**config.mk**
```make
export PLATFORM = sky130hd
export DESIGN_NAME = typint_ctrl
export DESIGN_NICKNAME = d
export VERILOG_FILES = /design/src/rtl/typint_pkg.sv /design/src/rtl/typint_ctrl.sv
export SDC_FILE = /design/constraint.sdc
export NUM_CORES = 1
export LEC_CHECK = 0
export ABC_CLOCK_PERIOD_IN_PS = 1200
export BUFFER_PORTS_ARGS = -buffer_cell sky130_fd_sc_hd__buf_4
export CAP_MARGIN = 20
export CORE_AREA = 2 2 39 41
export CTS_CLUSTER_DIAMETER = 120
export DETAILED_ROUTE_END_ITERATION = 10
export DIE_AREA = 0 0 41 43
export GPL_TIMING_DRIVEN = 0
export HOLD_SLACK_MARGIN = 0.08
export SETUP_SLACK_MARGIN = 0.02
export SYNTH_ARGS = -nofsm -noshare
export SYNTH_HDL_FRONTEND = slang
export SYNTH_SLANG_ARGS = --single-unit
```
**constraint.sdc**
```tcl
create_clock -name aclk -period 1.2 [get_ports aclk]
set_clock_uncertainty 0.1 [all_clocks]
set_input_delay 0.24 -clock aclk [delete_from_list [all_inputs] [get_ports aclk]]
set_output_delay 0.24 -clock aclk [all_outputs]
set_load 0.1 [all_outputs]
```
**src/rtl/typint_pkg.sv**
```systemverilog
`timescale 1ns / 1ps
// ----------------------------------------------------------------------------
// Type intern table package
// Shared field widths, stream widths and controller/datapath interface types.
// ----------------------------------------------------------------------------
package typint_pkg;

    localparam int KIND_W         = 1;
    localparam int COUNT_W        = 4;
    localparam int ARG_W          = 8;
    localparam int ARG_FIELDS     = 8;
    localparam int INDEX_W        = 8;
    localparam int PRESET_ENTRIES = 3;

    localparam int S_TDATA_W = 72;
    localparam int M_TDATA_W = 8;
    localparam int M_TUSER_W = 2;

    localparam int TUSER_INSERTED = 0;
    localparam int TUSER_FULL     = 1;

    typedef struct packed {
        logic load;
        logic scan;
        logic res_hit;
        logic res_insert;
        logic res_full;
    } typint_cmd_t;

    typedef struct packed {
        logic hit;
        logic exhausted;
        logic full;
    } typint_status_t;

endpackage

```
**src/rtl/typint_ctrl.sv**
```systemverilog
`timescale 1ns / 1ps
// ----------------------------------------------------------------------------
// Type intern table controller
// Sequences request capture, the entry scan, the resolution and result handoff.
// ----------------------------------------------------------------------------
module typint_ctrl (
    input  logic                     aclk,
    input  logic                     aresetn,
    input  logic                     s_axis_tvalid,
    output logic                     s_axis_tready,
    output logic                     m_axis_tvalid,
    input  logic                     m_axis_tready,
    input  typint_pkg::typint_status_t status,
    output typint_pkg::typint_cmd_t    cmd
);
    import typint_pkg::*;

    localparam logic [1:0] ST_IDLE   = 2'd0;
    localparam logic [1:0] ST_SEARCH = 2'd1;
    localparam logic [1:0] ST_DONE   = 2'd2;

    logic [1:0] state_reg;
    logic [1:0] state_next;

    always_ff @(posedge aclk) begin
        if (!aresetn) begin
            state_reg <= ST_IDLE;
        end else begin
            state_reg <= state_next;
        end
    end

    always_comb begin
        state_next = state_reg;
        cmd        = '0;
        unique case (state_reg)
            ST_IDLE: begin
                if (s_axis_tvalid) begin
                    cmd.load   = 1'b1;
                    state_next = ST_SEARCH;
                end
            end
            ST_SEARCH: begin
                priority if (status.hit) begin
                    cmd.res_hit = 1'b1;
                    state_next  = ST_DONE;
                end else if (status.exhausted && status.full) begin
                    cmd.res_full = 1'b1;
                    state_next   = ST_DONE;
                end else if (status.exhausted) begin
                    cmd.res_insert = 1'b1;
                    state_next     = ST_DONE;
                end else begin
                    cmd.scan = 1'b1;
                end
            end
            ST_DONE: begin
                if (m_axis_tready) begin
                    state_next = ST_IDLE;
                end
            end
            default: begin
                state_next = ST_IDLE;
            end
        endcase
    end

    assign s_axis_tready = (state_reg == ST_IDLE);
    assign m_axis_tvalid = (state_reg == ST_DONE);

endmodule

```
==> results of run 1 <==
==> cells in the mapped netlist <==
cell type	number	area share
nor4_1	2	0.087
o21a_1	1	0.052
nor3_1	1	0.035
nor2_1	4	0.10
and2_1	1	0.044
nor2b_1	1	0.044
nor2b_2	1	0.061
nand2b_2	1	0.061
inv_1	3	0.078
mux2i_1	1	0.070
dfxtp_1	2	0.28
nor3b_2	1	0.087
==> layout make-up <==
type | instances | area [um^2]
Clock buffer | 4 | 26.3
Fill cell | 145 | 912
Inverter | 3 | 11.3
Multi-Input combinational cell | 14 | 161
Sequential cell | 2 | 47.5
Tap cell | 16 | 20.0
Timing Repair Buffer | 17 | 205
==> per-stage QoR <==
step	worst slack (ns)	hold slack, ns
detailed placement	-0.146	0.363
global placement	-0.130	0.361
global route	-0.378	0.134
floorplan	-0.634	0.257
CTS	-0.324	0.126
finish	-0.302	0.141
==> where the power goes <==
group          internal, mW  total, mW  leakage, nW  switching, mW
sequential           0.0702     0.0762       0.0178        0.00602
combinational        0.0947      0.236        0.167          0.141
clock                 0.124      0.168       0.0150         0.0438
total                 0.289      0.480        0.200          0.191
==> final timing paths <==
path | depth (start not counted) | end | slack (ns)
setup / recovery | 3 | cmd[1] | -0.30
hold / removal | 2 | state_reg[1]$_SDFFE_PN0P_ | 0.14
setup reg to reg | 4 | state_reg[1]$_SDFFE_PN0P_ | 0.09
hold reg to reg | 2 | state_reg[0]$_SDFFE_PN0P_ | 0.43
==> layer usage <==
metal	up-vias	track usage	routed length [um]
li1	103	-	-
met1	99	0.0703	137
met2	4	0.109	328
met3	0	0.0314	19
met4	0	0.0600	0
met5	-	0	0
==> cell families after synthesis <==
logic type             after synthesis  synth area share
AOI/OAI and AO/OA                    1            0.0522
and+or+nand+nor                     12             0.522
DFF                                  2             0.278
muxes                                1            0.0696
buffers and inverters                3            0.0783
==> timing repair <==
action                     in CTS  in global routing
hold buffers                    0                  0
setup endpoints to repair       7                  7
setup buffers                   2                  2
pin swaps                       3                  0
gates cloned                    0                  0
resized for setup              20                  2
==> metrics.txt, run 1 <==
status=complete, but fails checks; failing checks=setup timing; mean area per synthesized cell=7.57 um^2; die width=41 um; CP Capture Type=output port; Chip Height=43 um; placed insts=48; std cell rows=14; Starting Density=0.104; GRT Resource Usage Total=0.0721; RSZ-0062 raised after global routing=yes; final RePlAce weighted congestion=0.606; Core Util, Final=0.341; final hold violation count=0; port bufs=13; setup violators final=7; final slew viol count=0; Final WS setup=-0.302 ns; slew margin rel.=0.848; Top delay family on crit path=simple AND/OR/NAND/NOR gates; min cycle time layout=1.50 ns; Critical Path AT=1.16 ns; most frequent cells in the layout=buf_4 (8), buf_12 (5), buf_6 (4), inv_1 (3), clkbuf_4 (3); Crit Path Class=register to output port; Worst-Margin Slew=0.226 ns; Slowest-stage cell, CP=dfxtp_4; share of layout cells above drive strength 1=0.775; Crit Path Max Fanout=5; mapped cell area=144 um^2; Placed Instance Area=325 um^2; drt drc=0; Setup TNS=-1.68 ns; FMAX=0.666 GHz; Pwr Density=1020 nW/um^2; Seq cells post-synth=2; number of diodes=0; crit path cell chain=nand2b_4, nor4_4, buf_6; Yosys warnings=0; final wirelength=485 um; Num CTS Buffers=3; largest net degree at the start of global routing=6; max reg flops=2; Root Driver=clkbuf_4; Bufs and invs on worst path=1; commonest non-fill, non-tap cell in the layout=buf_4; Cells after Synth=19; H-tree levels=1; core area=1380 um^2; wire length of the first global-routing pass=807 um; DR vias=206; latest clock arrival within the worst-skew pair=0.23 ns; Peak VDD IR=0.473 mV; hold path start=aresetn; dpl hpwl=377 um; final worst-path cycle share=1.25; Synth Net Count=26; length of the first detailed-routing pass in iterations=1; Design Area, Final=472 um^2; Worst-path clk slew=0.03 ns; Antenna Nets Post-Route=0; static leakage=0.200 nW; Layout Nets=48; Layout Cells excl Fill=56; RR Startpoint=state_reg[1]$_SDFFE_PN0P_; wire per inst=8.66 um; vias in the first global route=218; Vias per Instance=3.68; library cells used by synthesis=12; clk sink count=2; area delta synth->final=228%; full die area=1760 um^2; Bufs on Longest Clock Path=2; total gr overflow=0; post-synthesis sequential area ratio=0.278; critical path launch point=state_reg[1]$_SDFFE_PN0P_; Max-cap violations=0; CP max stage delay=0.33 ns; post-layout power=480 uW; worst min-delay path class=primary input to register; CP required=0.86 ns; Starting DRT DRC Count=0; Critical Path Start Type=register; initial antenna violation count=0; TritonCTS clock tree=yes; # IOs=14
No activity file was read; power rests on OpenSTA's default activity.
==> inputs of run 2 (changes only) <==
- ABC_CLOCK_PERIOD_IN_PS: 1200 -> 1400
- clock period: 1.2 -> 1.4 ns (I/O delays scaled with it)
==> run 2 against run 1 <==
Register-to-register slack gained 0.21 ns. Power down 20%. Worst hold slack improved by 0.033 ns. Combinational power is 18% lower. Design area shrank 4.0%. The flow still finishes with violations (setup timing). Clock-buffer cell count shrank 1. Largest power group unchanged. Sequential share of layout area rose by 0.42 points. Wire length up 3.9%. Sequential power shrank 11%.
==> metrics.txt, run 2 (synthesized netlist as in run 1, its figures left out) <==
drt drc=0; Starting Density=0.104; largest net degree at the start of global routing=6; Chip Height=43 um; final RePlAce weighted congestion=0.610; initial antenna violation count=0; Place WS=-0.0235 ns; std cell rows=14; slew margin rel.=0.841; Placed Instance Area=323 um^2; DR vias=197; Num CTS Buffers=3; met1 Use GR=0.0639; length of the first detailed-routing pass in iterations=1; final slew viol count=0; Design Area, Final=453 um^2; Max-cap violations=0; Bufs and invs on worst path=1; wire per inst=9.51 um; final worst-path cycle share=1.12; area delta synth->final=215%; Post-CTS Hold Buffers=0; Vias per Instance=3.72; min cycle time layout=1.57 ns; Layout Cells excl Fill=53; met2 Use GR=0.131; Final WS setup=-0.168 ns; Crit Path Max Fanout=5; failing checks=setup timing; vias in the first global route=233; Crit Path Class=register to output port; CP required=1.02 ns; H-tree levels=1; Layout Nets=46; die width=41 um; number of diodes=0; share of layout cells above drive strength 1=0.784; static leakage=0.190 nW; most frequent cells in the layout=buf_4 (7), buf_12 (6), inv_1 (3), clkbuf_4 (3); CP max stage delay=0.34 ns; wire length of the first global-routing pass=883 um; hold_ws=0.174 ns; core area=1380 um^2; port bufs=13; # IOs=14; GRT Max-Usage Layer=met2; met3 GRT Util=0.0314; Root Driver=clkbuf_4; Worst-path clk slew=0.03 ns; Bufs on Longest Clock Path=2; CP Capture Type=output port; Worst-Margin Slew=0.236 ns; max reg flops=2; final wirelength=504 um; status=complete, but fails checks; Pwr Density=850 nW/um^2; GRT Resource Usage Total=0.0802; Antenna Nets Post-Route=0; crit path cell chain=nand2b_4, nor4_4, buf_6; latest clock arrival within the worst-skew pair=0.22 ns; Top delay family on crit path=simple AND/OR/NAND/NOR gates; commonest non-fill, non-tap cell in the layout=buf_4; Slowest-stage cell, CP=dfxtp_4; final hold violation count=0; RSZ-0062 raised after global routing=yes; clk sink count=2; Critical Path Start Type=register; full die area=1760 um^2; worst min-delay path class=primary input to register; total gr overflow=0; TritonCTS clock tree=yes; Critical Path AT=1.19 ns; Starting DRT DRC Count=0; FMAX=0.638 GHz; setup violators final=5; Peak VDD IR=0.241 mV; placed insts=48; dpl hpwl=381 um
-- run 2: final cells by class --
cell class | instances | area (um^2)
fillers | 149 | 931
repair buffers | 15 | 195
multi-input cells | 14 | 156
flip-flops and latches | 2 | 47.5
clock buffers | 3 | 22.5
well taps | 16 | 20.0
inverters | 3 | 11.3
-- run 2: what timing repair did --
| action | in CTS | in global routing |
|---|---|---|
| endpoints found under the setup margin | 6 | 7 |
| pin swaps | 2 | 1 |
| setup buffers | 1 | 1 |
| gates resized for setup | 16 | 4 |
-- run 2: worst paths after layout --
| check | cells after the start | startpoint | to | slack, ns |
|---|---|---|---|---|
| worst max-delay path | 3 | state_reg[1]$_SDFFE_PN0P_ | cmd[1] | -0.17 |
| worst min-delay path | 2 | aresetn | state_reg[1]$_SDFFE_PN0P_ | 0.17 |
| worst max register to register | 4 | state_reg[1]$_SDFFE_PN0P_ | state_reg[1]$_SDFFE_PN0P_ | 0.30 |
| worst min register to register | 3 | state_reg[1]$_SDFFE_PN0P_ | state_reg[0]$_SDFFE_PN0P_ | 0.51 |
-- run 2: through the flow --
stage                     total power, mW   util  setup TNS (ns)
after global placement              0.221  0.233               0
after CTS                           0.385  0.310          -0.633
after detailed placement            0.223  0.233         -0.0235
after global routing                0.406  0.327          -0.782
after floorplan                     0.183      -           -2.30
final                               0.385  0.327          -0.533
-- run 2: where the power goes --
part	switching [mW]	internal (mW)	total (mW)
Sequential	0.00754	0.0603	0.0679
Clock	0.0300	0.0943	0.124
Combinational	0.117	0.0762	0.193
Total	0.154	0.231	0.385
-- run 2: per-layer routing --
metal,vias up,wire length (um)
met2,4,330
met3,0,21
met4,0,0
met5,-,0
li1,98,-
met1,95,152
-- run 2: worst reg2reg max path, cell delays in order (launching register included) --
cell	delay [ns]
dfxtp_4	0.34
buf_12	0.12
nor2b_4	0.13
nor2b_1	0.13
o21a_1	0.17
